===== config.mk =====
export PLATFORM = sky130hd
export DESIGN_NAME = sg_to_prdt_descriptor_builder_core
export DESIGN_NICKNAME = d
export VERILOG_FILES = /design/src/sv/sgpd_pkg.sv /design/src/sv/sgpd_rem.sv /design/src/sv/sgpd_ctrl.sv /design/src/sv/sgpd_dpath.sv /design/src/sv/sg_to_prdt_descriptor_builder_core.sv
export SDC_FILE = /design/constraint.sdc
export NUM_CORES = 1
export LEC_CHECK = 0
export BUFFER_PORTS_ARGS = -buffer_cell sky130_fd_sc_hd__clkbuf_2
export CORE_MARGIN = 1
export CORE_UTILIZATION = 55
export CTS_BUF_LIST = sky130_fd_sc_hd__clkbuf_4 sky130_fd_sc_hd__clkbuf_8 sky130_fd_sc_hd__clkbuf_16
export CTS_CLUSTER_DIAMETER = 30
export DETAILED_ROUTE_END_ITERATION = 10
export PLACE_DENSITY = 0.75
export SYNTH_ARGS = -nofsm -noshare
export SYNTH_HDL_FRONTEND = slang
export SYNTH_SLANG_ARGS = --single-unit

===== constraint.sdc =====
create_clock -name clk -period 5.8 [get_ports clk]
set_input_delay 0.29 -clock clk [delete_from_list [all_inputs] [get_ports clk]]
set_output_delay 0.29 -clock clk [all_outputs]
set_load 0.02 [all_outputs]

===== src/sv/sgpd_pkg.sv =====
package sgpd_pkg;

    // configuration register indexes
    localparam int CFG_IDX_W = 1;
    localparam logic [CFG_IDX_W-1:0] REG_SECTOR_SIZE = 1'b0;
    localparam logic [CFG_IDX_W-1:0] REG_ALIGN_ROUNDS = 1'b1;

    localparam int SECTOR_W = 13;
    localparam logic [SECTOR_W-1:0] SECTOR_SIZE_RESET = 13'd512;

    localparam int BYTES_W = 32;
    localparam int ADDR_W = 64;
    localparam int LEN_W = 27;
    localparam int CM1_W = 22;
    localparam int SLOT_IDX_W = 4;

    // results per input transaction
    localparam int RESULT_LIMIT = 32;
    localparam int NRES_W = 6;

    // remainder unit: dividend is round bytes plus piece
    localparam int DVD_W = BYTES_W + 1;
    localparam int DCNT_W = 6;

    localparam int IN_TDATA_W = 128;
    localparam int OUT_TDATA_W = 96;

    typedef enum logic [5:0] {
        S_IDLE   = 6'b000001,
        S_PIECE  = 6'b000010,
        S_CHECK  = 6'b000100,
        S_MOD    = 6'b001000,
        S_COMMIT = 6'b010000,
        S_FAIL   = 6'b100000
    } state_t;

    typedef struct packed {
        logic load_start;
        logic load_entry;
        logic calc_piece;
        logic start_rem;
        logic trim;
        logic commit;
        logic commit_err;
    } cmd_t;

    typedef struct packed {
        logic is_entry;
        logic more;
        logic need_trim;
        logic rem_done;
        logic rem_zero;
        logic trim_fail;
        logic out_free;
    } status_t;

    typedef struct packed {
        logic [ADDR_W-1:0]     piece_address;
        logic [CM1_W-1:0]      count_minus_one;
        logic                  interrupt_on_done;
        logic [SLOT_IDX_W-1:0] slot_index;
        logic                  round_end;
        logic                  transfer_done;
        logic                  align_error;
        logic                  last;
    } desc_t;

endpackage


===== src/sv/sgpd_rem.sv =====
module sgpd_rem
(
    input  logic                          clk,
    input  logic                          rst_n,
    input  logic                          start,
    input  logic [sgpd_pkg::DVD_W-1:0]    dividend,
    input  logic [sgpd_pkg::SECTOR_W-1:0] divisor,
    output logic                          done,
    output logic [sgpd_pkg::SECTOR_W-1:0] remainder
);
    import sgpd_pkg::*;

    logic                busy_reg, busy_next;
    logic                done_reg, done_next;
    logic [DCNT_W-1:0]   cnt_reg, cnt_next;
    logic [DVD_W-1:0]    dvd_reg, dvd_next;
    logic [SECTOR_W-1:0] div_reg, div_next;
    logic [SECTOR_W:0]   rem_reg, rem_next;
    logic [SECTOR_W:0]   shifted;

    // restoring remainder, one dividend bit per cycle
    always_comb
    begin
        busy_next = busy_reg;
        done_next = 1'b0;
        cnt_next  = cnt_reg;
        dvd_next  = dvd_reg;
        div_next  = div_reg;
        rem_next  = rem_reg;
        shifted   = {rem_reg[SECTOR_W-1:0], dvd_reg[DVD_W-1]};
        if (start)
        begin
            busy_next = 1'b1;
            cnt_next  = DCNT_W'(DVD_W);
            dvd_next  = dividend;
            div_next  = divisor;
            rem_next  = '0;
        end
        else if (busy_reg)
        begin
            dvd_next = {dvd_reg[DVD_W-2:0], 1'b0};
            if (shifted >= {1'b0, div_reg})
                rem_next = shifted - {1'b0, div_reg};
            else
                rem_next = shifted;
            cnt_next = cnt_reg - 1'b1;
            if (cnt_reg == DCNT_W'(1))
            begin
                busy_next = 1'b0;
                done_next = 1'b1;
            end
        end
    end

    always_ff @(posedge clk or negedge rst_n)
    begin
        if (!rst_n)
        begin
            busy_reg <= 1'b0;
            done_reg <= 1'b0;
            cnt_reg  <= '0;
        end
        else
        begin
            busy_reg <= busy_next;
            done_reg <= done_next;
            cnt_reg  <= cnt_next;
        end
    end

    always_ff @(posedge clk)
    begin
        dvd_reg <= dvd_next;
        div_reg <= div_next;
        rem_reg <= rem_next;
    end

    assign done      = done_reg;
    assign remainder = rem_reg[SECTOR_W-1:0];

endmodule


===== src/sv/sgpd_ctrl.sv =====
module sgpd_ctrl
(
    input  logic              clk,
    input  logic              rst_n,
    input  logic              in_valid,
    output logic              in_ready,
    input  sgpd_pkg::status_t status,
    output sgpd_pkg::cmd_t    cmd
);
    import sgpd_pkg::*;

    state_t state_reg, state_next;

    always_comb
    begin
        state_next = state_reg;
        cmd        = '0;
        in_ready   = 1'b0;
        case (state_reg)
            S_IDLE:
            begin
                in_ready = 1'b1;
                if (in_valid)
                begin
                    if (status.is_entry)
                    begin
                        cmd.load_entry = 1'b1;
                        state_next     = S_PIECE;
                    end
                    else
                        cmd.load_start = 1'b1;
                end
            end
            S_PIECE:
            begin
                if (status.more)
                begin
                    cmd.calc_piece = 1'b1;
                    state_next     = S_CHECK;
                end
                else
                    state_next = S_IDLE;
            end
            S_CHECK:
            begin
                if (status.need_trim)
                begin
                    cmd.start_rem = 1'b1;
                    state_next    = S_MOD;
                end
                else if (status.out_free)
                begin
                    cmd.commit = 1'b1;
                    state_next = S_PIECE;
                end
            end
            S_MOD:
            begin
                if (status.rem_done)
                begin
                    if (!status.rem_zero && status.trim_fail)
                        state_next = S_FAIL;
                    else
                    begin
                        cmd.trim   = 1'b1;
                        state_next = S_COMMIT;
                    end
                end
            end
            S_COMMIT:
            begin
                if (status.out_free)
                begin
                    cmd.commit = 1'b1;
                    state_next = S_PIECE;
                end
            end
            S_FAIL:
            begin
                if (status.out_free)
                begin
                    cmd.commit_err = 1'b1;
                    state_next     = S_IDLE;
                end
            end
            default:
            begin
                state_next = S_IDLE;
            end
        endcase
    end

    always_ff @(posedge clk or negedge rst_n)
    begin
        if (!rst_n)
            state_reg <= S_IDLE;
        else
            state_reg <= state_next;
    end

endmodule


===== src/sv/sgpd_dpath.sv =====
module sgpd_dpath
#(
    parameter int PRDT_SLOTS      = 16,
    parameter int MAX_PIECE_BYTES = 4194304
)
(
    input  logic                           clk,
    input  logic                           rst_n,
    input  logic                           cfg_we,
    input  logic [sgpd_pkg::CFG_IDX_W-1:0] cfg_index,
    input  logic [sgpd_pkg::SECTOR_W-1:0]  cfg_data,
    input  logic                           in_kind,
    input  logic [sgpd_pkg::BYTES_W-1:0]   in_transfer_bytes,
    input  logic [sgpd_pkg::ADDR_W-1:0]    in_sg_address,
    input  logic [sgpd_pkg::LEN_W-1:0]     in_sg_length,
    input  logic                           out_ready,
    output logic                           out_valid,
    output sgpd_pkg::desc_t                out_desc,
    input  sgpd_pkg::cmd_t                 cmd,
    output sgpd_pkg::status_t              status
);
    import sgpd_pkg::*;

    localparam int SLOT_W  = $clog2(PRDT_SLOTS);
    localparam int PIECE_W = $clog2(MAX_PIECE_BYTES + 1);
    localparam logic [SLOT_W-1:0] SLOT_LAST = SLOT_W'(PRDT_SLOTS - 1);

    logic [SECTOR_W-1:0] sector_size_reg;
    logic                align_reg;

    logic [BYTES_W-1:0]  br_reg;      // bytes remaining in transfer
    logic [BYTES_W-1:0]  rb_reg;      // bytes in open round
    logic [SLOT_W-1:0]   slot_reg;
    logic                err_reg;
    logic [ADDR_W-1:0]   addr_reg;
    logic [LEN_W-1:0]    left_reg;    // bytes of entry not yet cut
    logic [NRES_W-1:0]   nres_reg;
    logic [PIECE_W-1:0]  piece_reg;
    logic                out_valid_reg;
    desc_t               desc_reg;

    logic [SECTOR_W-1:0] ss_eff;
    logic [BYTES_W-1:0]  piece_w;
    logic [BYTES_W-1:0]  piece_min;
    logic                slot_last;
    logic                xfer_done;
    logic                close;
    logic                last_res;
    logic [BYTES_W-1:0]  cm1_wide;
    logic [SLOT_W+SLOT_IDX_W-1:0] slot_ext;
    logic                rem_done;
    logic [SECTOR_W-1:0] rem_val;

    assign ss_eff    = (sector_size_reg == '0) ? SECTOR_W'(1) : sector_size_reg;
    assign piece_w   = BYTES_W'(piece_reg);
    assign slot_last = (slot_reg == SLOT_LAST);
    assign xfer_done = (br_reg == piece_w);
    assign close     = slot_last || xfer_done;
    assign last_res  = xfer_done || (BYTES_W'(left_reg) == piece_w) ||
                       (nres_reg == NRES_W'(RESULT_LIMIT - 1));
    assign cm1_wide  = piece_w - BYTES_W'(1);
    assign slot_ext  = {{SLOT_IDX_W{1'b0}}, slot_reg};

    always_comb
    begin
        piece_min = BYTES_W'(MAX_PIECE_BYTES);
        if (br_reg < piece_min)
            piece_min = br_reg;
        if (BYTES_W'(left_reg) < piece_min)
            piece_min = BYTES_W'(left_reg);
    end

    sgpd_rem u_rem
    (
        .clk       (clk),
        .rst_n     (rst_n),
        .start     (cmd.start_rem),
        .dividend  ({1'b0, rb_reg} + DVD_W'(piece_reg)),
        .divisor   (ss_eff),
        .done      (rem_done),
        .remainder (rem_val)
    );

    always_comb
    begin
        status.is_entry  = in_kind;
        status.more      = !err_reg && (br_reg != '0) && (left_reg != '0) &&
                           (nres_reg != NRES_W'(RESULT_LIMIT));
        status.need_trim = slot_last && align_reg && (piece_w != br_reg);
        status.rem_done  = rem_done;
        status.rem_zero  = (rem_val == '0);
        status.trim_fail = (piece_w < BYTES_W'(ss_eff));
        status.out_free  = !out_valid_reg || out_ready;
    end

    always_ff @(posedge clk or negedge rst_n)
    begin
        if (!rst_n)
        begin
            sector_size_reg <= SECTOR_SIZE_RESET;
            align_reg       <= 1'b1;
            br_reg          <= '0;
            rb_reg          <= '0;
            slot_reg        <= '0;
            err_reg         <= 1'b0;
            out_valid_reg   <= 1'b0;
        end
        else
        begin
            if (cfg_we)
            begin
                case (cfg_index)
                    REG_SECTOR_SIZE:  sector_size_reg <= cfg_data;
                    REG_ALIGN_ROUNDS: align_reg       <= cfg_data[0];
                    default:          ;
                endcase
            end
            if (cmd.load_start)
            begin
                br_reg   <= in_transfer_bytes;
                rb_reg   <= '0;
                slot_reg <= '0;
                err_reg  <= 1'b0;
            end
            if (cmd.commit)
            begin
                br_reg <= br_reg - piece_w;
                if (close)
                begin
                    rb_reg   <= '0;
                    slot_reg <= '0;
                end
                else
                begin
                    rb_reg   <= rb_reg + piece_w;
                    slot_reg <= slot_reg + 1'b1;
                end
            end
            if (cmd.commit_err)
                err_reg <= 1'b1;
            if (cmd.commit || cmd.commit_err)
                out_valid_reg <= 1'b1;
            else if (out_ready)
                out_valid_reg <= 1'b0;
        end
    end

    always_ff @(posedge clk)
    begin
        if (cmd.load_entry)
        begin
            addr_reg <= in_sg_address;
            left_reg <= in_sg_length;
            nres_reg <= '0;
        end
        if (cmd.calc_piece)
            piece_reg <= piece_min[PIECE_W-1:0];
        if (cmd.trim)
            piece_reg <= piece_reg - PIECE_W'(rem_val);
        if (cmd.commit)
        begin
            addr_reg <= addr_reg + ADDR_W'(piece_reg);
            left_reg <= left_reg - LEN_W'(piece_reg);
            nres_reg <= nres_reg + 1'b1;
            desc_reg.piece_address     <= addr_reg;
            desc_reg.count_minus_one   <= cm1_wide[CM1_W-1:0];
            desc_reg.interrupt_on_done <= close;
            desc_reg.slot_index        <= slot_ext[SLOT_IDX_W-1:0];
            desc_reg.round_end         <= close;
            desc_reg.transfer_done     <= xfer_done;
            desc_reg.align_error       <= 1'b0;
            desc_reg.last              <= last_res;
        end
        if (cmd.commit_err)
        begin
            nres_reg <= nres_reg + 1'b1;
            desc_reg.piece_address     <= '0;
            desc_reg.count_minus_one   <= '0;
            desc_reg.interrupt_on_done <= 1'b0;
            desc_reg.slot_index        <= slot_ext[SLOT_IDX_W-1:0];
            desc_reg.round_end         <= 1'b0;
            desc_reg.transfer_done     <= 1'b0;
            desc_reg.align_error       <= 1'b1;
            desc_reg.last              <= 1'b1;
        end
    end

    assign out_valid = out_valid_reg;
    assign out_desc  = desc_reg;

endmodule


===== src/sv/sg_to_prdt_descriptor_builder_core.sv =====
// Channel   Dir  tdata (low bit up)                                  tuser          tlast
// s_axis    in   transfer_bytes, sg_address, sg_length, pad           opcode         -
// m_axis    out  piece_address, count_minus_one, interrupt_on_done,   align_error    last
//                slot_index, round_end, transfer_done, pad
// cfg       in   write: cfg_index 0 sector_size, 1 align_rounds       -              -
//
// One input transaction at a time. Each descriptor takes a piece select and a
// commit; a round-closing slot that needs trimming adds a wait on the
// bit-serial remainder unit (33 dividend bits) and the trim step.
// A start transaction is taken without leaving idle; an entry is accepted, and the
// piece step runs once more after its last descriptor, but not after an error result.
// Reset is asynchronous: sector_size 512, align on, transfer state cleared.
// A stalled output holds the next commit; input is taken while a result waits.
module sg_to_prdt_descriptor_builder_core
#(
    parameter int PRDT_SLOTS      = 16,
    parameter int MAX_PIECE_BYTES = 4194304
)
(
    input  logic                              clk,
    input  logic                              rst_n,
    input  logic                              cfg_we,
    input  logic [sgpd_pkg::CFG_IDX_W-1:0]    cfg_index,
    input  logic [sgpd_pkg::SECTOR_W-1:0]     cfg_data,
    input  logic                              s_axis_tvalid,
    output logic                              s_axis_tready,
    // transfer_bytes[31:0], sg_address[95:32], sg_length[122:96], zero pad
    input  logic [sgpd_pkg::IN_TDATA_W-1:0]   s_axis_tdata,
    // opcode
    input  logic                              s_axis_tuser,
    output logic                              m_axis_tvalid,
    input  logic                              m_axis_tready,
    // piece_address[63:0], count_minus_one[85:64], interrupt_on_done[86],
    // slot_index[90:87], round_end[91], transfer_done[92], zero pad
    output logic [sgpd_pkg::OUT_TDATA_W-1:0]  m_axis_tdata,
    // align_error
    output logic                              m_axis_tuser,
    output logic                              m_axis_tlast
);
    import sgpd_pkg::*;

    cmd_t    cmd;
    status_t status;
    desc_t   desc;

    sgpd_ctrl u_ctrl
    (
        .clk      (clk),
        .rst_n    (rst_n),
        .in_valid (s_axis_tvalid),
        .in_ready (s_axis_tready),
        .status   (status),
        .cmd      (cmd)
    );

    sgpd_dpath
    #(
        .PRDT_SLOTS      (PRDT_SLOTS),
        .MAX_PIECE_BYTES (MAX_PIECE_BYTES)
    )
    u_dpath
    (
        .clk               (clk),
        .rst_n             (rst_n),
        .cfg_we            (cfg_we),
        .cfg_index         (cfg_index),
        .cfg_data          (cfg_data),
        .in_kind           (s_axis_tuser),
        .in_transfer_bytes (s_axis_tdata[31:0]),
        .in_sg_address     (s_axis_tdata[95:32]),
        .in_sg_length      (s_axis_tdata[122:96]),
        .out_ready         (m_axis_tready),
        .out_valid         (m_axis_tvalid),
        .out_desc          (desc),
        .cmd               (cmd),
        .status            (status)
    );

    assign m_axis_tdata = {3'b000, desc.transfer_done, desc.round_end, desc.slot_index,
                           desc.interrupt_on_done, desc.count_minus_one,
                           desc.piece_address};
    assign m_axis_tuser = desc.align_error;
    assign m_axis_tlast = desc.last;

    // an error result always ends the transaction's results
    a_err_last: assert property (@(posedge clk) disable iff (!rst_n)
        m_axis_tvalid && m_axis_tuser |-> m_axis_tlast)
        else $error("error result without tlast");

    // finishing the transfer closes the round and ends the results
    a_done_closes: assert property (@(posedge clk) disable iff (!rst_n)
        m_axis_tvalid && m_axis_tdata[92] |-> m_axis_tdata[91] && m_axis_tlast)
        else $error("transfer_done without round_end or tlast");

    // no new input while an accepted entry is being cut
    a_one_item: assert property (@(posedge clk) disable iff (!rst_n)
        s_axis_tvalid && s_axis_tready && s_axis_tuser |=> !s_axis_tready)
        else $error("input taken while an entry is being cut");

endmodule


Word level (Yosys, flattened, before mapping)
Index checks and enable logic that the tools add are counted.
Widths: inputs -> output; s select.
{ "totals": {"wordCells": 149, "output_inout_bits": 100, "regBits": 371} }
{ "classes": {"add_sub_neg": 11, "reduce_logical": 29, "bitwise_logic": 1, "eq_ne": 17, "n_lt_le_gt_ge": 4, "n_mux": 62} }
{ "ops": {"columns": ["op", "n"], "rows": [
  ["$mux 32", 6],
  ["$mux 64", 2],
  ["$mux 6", 12],
  ["$mux 23", 3],
  ["$mux 33", 2],
  ["$add 64x23->64", 1],
  ["$mux 27", 2],
  ["$pmux 6 s6", 1],
  ["$add 32x23->33", 1],
  ["$add 32x23->32", 1],
  ["$eq 32x23->1", 1],
  ["$lt 27x32->1", 1],
  ["$lt 32x23->1 const B", 1],
  ["$ne 23x32->1", 1],
  ["$reduce_bool 32->1", 1],
  ["$sub 32x23->32", 1],
  ["$eq 27x23->1", 1],
  ["$reduce_bool 27->1", 1],
  ["$sub 27x23->27", 1],
  ["$logic_not 13->1", 2],
  ["$mux 13", 2],
  ["$lt 23x13->1", 1],
  ["$mux 1", 23],
  ["$sub 23x13->23", 1],
  ["other kinds (29)", 55]
]} }

Longest topological paths before layout
{ "depth": {"ltp_word": 8, "depth_mapped": 15} }

Modules after synthesis
From an unflattened synthesis, not the netlist that was laid out.
{ "hier_totals": {"hier_cells": 2552, "area_unflattened_um2": 24430.9} }
{ "by_module_without_submodules": {"columns": ["module", "seq_area_each_um2", "cells_each", "instances", "area_each_um2"], "rows": [
  ["sgpd_dpath", 7629.8, 2203, 1, 20460.9],
  ["sgpd_rem", 1841.8, 291, 1, 3463.3],
  ["sgpd_ctrl", 151.4, 54, 1, 480.5],
  ["sg_to_prdt_descriptor_builder_core", 0.0, 4, 1, 26.3]
]} }

Worst setup path before layout
No wires, ideal clock.
{ "synth_path": {"kind": "flip-flop to flip-flop", "startpoint": "register u_dpath.piece_reg[16]", "endpoint": "register u_dpath.addr_reg[0] (enable)", "synth_period_minus_slack_ns": 5.028, "setup_slack_ns": 0.772, "t_required_ns": 5.348, "path_buffers": 4, "setup_time_ns": 0.452, "arrival_ns": 4.575, "path_stages_with_launch": 13, "cell_sequence": "edfxtp_1 > inv_1 > ha_1 > clkbuf_1 > nand4_1 > nor4_1 > nand4_1 > nand2_1 > nand2_1 > clkbuf_1 > buf_1 > clkbuf_1 > nand2_1"} }
{ "synth_via": {"elab_chain_len": 5} }
{ "synth_lines": {"columns": ["element", "line", "source"], "rows": [
  ["start: declaration", "sgpd_dpath.sv:38", "logic [PIECE_W-1:0] piece_reg;"],
  ["start signal: assignment", "sgpd_dpath.sv:157", "piece_reg <= piece_min[PIECE_W-1:0];"],
  ["start signal: assignment", "sgpd_dpath.sv:159", "piece_reg <= piece_reg - PIECE_W'(rem_val);"],
  ["$ne 23x32->1", "sgpd_dpath.sv:89", "status.need_trim = slot_last && align_reg && (piece_w != br_reg);"],
  ["$logic_and 1x1->1", "sgpd_dpath.sv:89", null],
  ["$mux 1", "sgpd_ctrl.sv:46", "if (status.need_trim)"],
  ["$pmux 1 s2", "sgpd_ctrl.sv:19", "case (state_reg)"],
  ["$reduce_bool 2->1 (no line)", null, null],
  ["end signal: assignment", "sgpd_dpath.sv:152", "addr_reg <= in_sg_address;"],
  ["end signal: assignment", "sgpd_dpath.sv:162", "addr_reg <= addr_reg + ADDR_W'(piece_reg);"],
  ["end: declaration", "sgpd_dpath.sv:35", "logic [ADDR_W-1:0] addr_reg;"]
]} }
No other way between the ends.
A chain may end at the register's enable or synchronous reset.

Worst setup path in the final report
{ "layout_path": {"startpoint": "register u_dpath.piece_reg[14]", "endpoint": "register u_dpath.u_rem.dvd_reg[32], data pin"} }
{ "layout_via": {"elab_chain_len": 5} }
{ "layout_lines": {"columns": ["element", "line", "source"], "rows": [
  ["branches (longest 4 deep; another with $add 32x23->33)", null, null],
  ["$mux 33 (*)", "sgpd_rem.sv:31", "if (start)"],
  ["via u_dpath.u_rem.dvd_next[32]", "sgpd_rem.sv:16", "logic [DVD_W-1:0] dvd_reg, dvd_next;"],
  ["end signal: assignment", "sgpd_rem.sv:73", "dvd_reg <= dvd_next;"],
  ["end: declaration", "sgpd_rem.sv:16", null]
]} }
Mark *: on every way through the listed nets, which the timed path passes.

==> flow_summary.json <==
{
  "status": "finished clean",
  "area_growth_pct": 26.2,
  "dr.pass1.iters": 5,
  "dieHeight_um": 210,
  "fillers": 3126,
  "grt_pass1_wl_um": 119000,
  "r2r_cells": 9,
  "power.clock.fraction": 0.408,
  "rrSetupSlack_ps": 1190,
  "rows": 75,
  "swShare": 0.355,
  "tns_ps": 0,
  "setup_viol": 0,
  "drc_errors": 0,
  "pre_cts_ws_ps": 1340,
  "ys_async_sr_fraction": 0.264,
  "r2r_end": "u_dpath.u_rem.dvd_reg[32]$_DFFE_PP_",
  "synth_cells": 2718,
  "antenna_found_initial": 4,
  "die_x_um": 210,
  "synth.distinct_cells": 87,
  "ys.flop_type": "edfxtp_1",
  "ir_drop_uv": 340,
  "switching_power_mw": 4.60,
  "leakage_nw": 13.0,
  "cts_sinks": 371,
  "maxCapViolations": 0,
  "ys_warn_count": 0,
  "grt_max_degree": 149,
  "cp-start-kind": "flip-flop",
  "cts_buffers": 89,
  "cp.required_ps": 6140,
  "via_count": 22700,
  "power_density_nw_per_um2": 430,
  "hold_depth": 3,
  "rsz0062_at_grt": "false",
  "routed_via_density": 6.08,
  "initial_core_util": 0.563,
  "setup_slack_ps": 1190,
  "fin_crit_sh": 0.795,
  "synth_area_um2": 23900,
  "nets": 3399,
  "ys_seq_area_frac": 0.403,
  "io_pins": 248,
  "end_kind": "flip-flop",
  "crit_arrival_ps": 4950,
  "drive_gt1_frac": 0.154,
  "cell_internal_pwr_mw": 8.35,
  "critPathKind": "reg -> reg",
  "core_area_um2": 42400,
  "clk_path_buf_depth": 3,
  "comb_power_share": 0.290,
  "slew_viol_final": 0,
  "min_period_ps": 4610,
  "grt_usage": 0.344,
  "timing.rr.start": "u_dpath.piece_reg[14]$_DFFE_PP_",
  "hold_path_class": "in -> reg",
  "antenna_left": 0,
  "worst_slew_pin_slew_ps": 1240,
  "seqPwrFrac": 0.302,
  "grt_pass1_vias": 22200,
  "drt_iter0_drc": 2183,
  "port_buffers": 239,
  "clock_latency_ps": 650,
  "fmax_mhz": 217,
  "finalWeightedCongestion": 0.974,
  "dieArea_um2": 44200,
  "hold_viol": 0,
  "holdPathEnd": "u_dpath.br_reg[22]$_DFFE_PN0P_",
  "routed_wl_um": 76200,
  "hold-worst-slack_ps": 23.7,
  "power_mw": 13.0,
  "clk_pin_slew_ps": 50,
  "hp-start": "s_axis_tdata[22]",
  "overflow": 0,
  "tritoncts": "done",
  "hpwl_um": 51900,
  "htree_levels": 3,
  "relSlewSlack": 0.173,
  "cp_max_fo": 32,
  "synth_top_area_share": 0.214,
  "skew_ps": 32.4,
  "ys_ff_latch": 371,
  "syn_avg_cell_area_um2": 8.78,
  "yosys.area.top_type": "edfxtp_1",
  "largest_register_ffs": 94,
  "cts_setup_buffers": 0,
  "root_buffer": "clkbuf_16",
  "synthTopCellsByArea": "edfxtp_1, dfrtp_1, dfxtp_1",
  "synth_edf_count": 170,
  "wl_per_cell_um": 20.4,
  "ctsResizeCount": 0
}
-- routing by layer --
layer,vias up,part of all wire,global-route usage
met5,-,0.00026,0
met4,4,0.044,0.175
met3,224,0.086,0.0749
met2,1100,0.46,0.541
met1,10800,0.41,0.447
li1,10600,-,-
-- cells by family after synthesis --
logic type	Yosys count	synth area share
flip-flops	371	0.403
AND/OR/NAND/NOR	975	0.188
adder cells (fa/ha/maj)	168	0.0900
AO/OA/AOI/OAI	716	0.189
other	2	0.000315
XOR/XNOR	160	0.0587
multiplexers	59	0.0271
buffers and inverters	267	0.0436
-- timing repair --
| item | in CTS | in global routing |
|---|---|---|
| hold buffers | 129 | 0 |
| endpoints found under the hold margin | 161 | 0 |
| endpoints found under the setup margin | 0 | 0 |
-- synth_stat cells, types with 31 or more instances --
cell type,instances
a211oi_1,43
a21o_1,52
a21oi_1,163
a31oi_1,35
clkbuf_1,118
dfrtp_1,95
dfxtp_1,103
edfxtp_1,170
ha_1,162
inv_1,131
mux2i_1,35
nand2_1,423
nand3_1,98
nand4_1,31
nor2_1,182
nor3_1,57
nor4_1,32
o21ai_0,111
o21ai_1,114
xnor2_1,112
xor2_1,48
-- placed cells by master, fill, tap and decap left out, types with 111 or more instances in the layout --
cell,count
inv_1,131
nand2_1,420
o21ai_0,111
ha_1,162
nor2_1,180
clkbuf_2,238
xnor2_1,112
dlygate4sd3_1,129
a21oi_1,162
o21ai_1,114
edfxtp_1,170
-- through the flow --
stage,instance area [um2],instances,utilization
2_1_floorplan,23900,2723,-
3_3_place_gp,25600,3440,0.604
3_5_place_dp,25600,3440,0.604
4_1_cts,30100,3736,0.710
5_1_grt,30100,3737,0.710
6_report,30100,3738,0.710
-- power groups by stage --
stage | Clock (mW) | Combinational (mW) | Sequential [mW]
CTS | 5.31 | 3.68 | 3.88
floorplan | 0 | 2.31 | 4.07
finish | 5.29 | 3.75 | 3.91
global route | 5.47 | 4.11 | 3.96
global placement | 0 | 3.47 | 3.89
detailed placement | 0 | 3.57 | 3.92
-- final cells by class --
cell class,instances,area [um2],area share
multi-input combinational,2085,13300,0.440
sequential,371,9620,0.320
timing repair buffer,403,2790,0.0926
clock buffer,103,2430,0.0806
clock inverter,64,786,0.0261
tap,577,722,0.0240
inverter,133,499,0.0166
antenna,2,5.00,0.000166
-- worst max path at each step --
stage | from | to | slack [ps] | depth (start not counted)
2_1_floorplan | u_dpath.piece_reg[16]$_DFFE_PP_ | u_dpath.addr_reg[0]$_DFFE_PP_ | 770 | 12
4_1_cts | u_dpath.br_reg[26]$_DFFE_PN0P_ | u_dpath.piece_reg[16]$_DFFE_PP_ | 1320 | 13
5_1_grt | u_dpath.br_reg[26]$_DFFE_PN0P_ | u_dpath.piece_reg[21]$_DFFE_PP_ | 1020 | 13
3_5_place_dp | u_dpath.piece_reg[14]$_DFFE_PP_ | u_dpath.u_rem.rem_reg[1]$_SDFFE_PP0P_ | 1340 | 9
6_report | u_dpath.piece_reg[14]$_DFFE_PP_ | u_dpath.u_rem.dvd_reg[32]$_DFFE_PP_ | 1190 | 9
3_3_place_gp | u_dpath.piece_reg[14]$_DFFE_PP_ | u_dpath.u_rem.dvd_reg[32]$_DFFE_PP_ | 1380 | 9
-- worst max-delay path, cell delays in order, from the launching register on --
cell and delay, ps:
edfxtp_1 590, inv_1 240, ha_1 490, nand4_1 190, nor4_1 720, nand3_1 630
nand2_2 730, inv_2 460, nand3_1 190, o21ai_0 90
(Power assumes the default switching activity.)
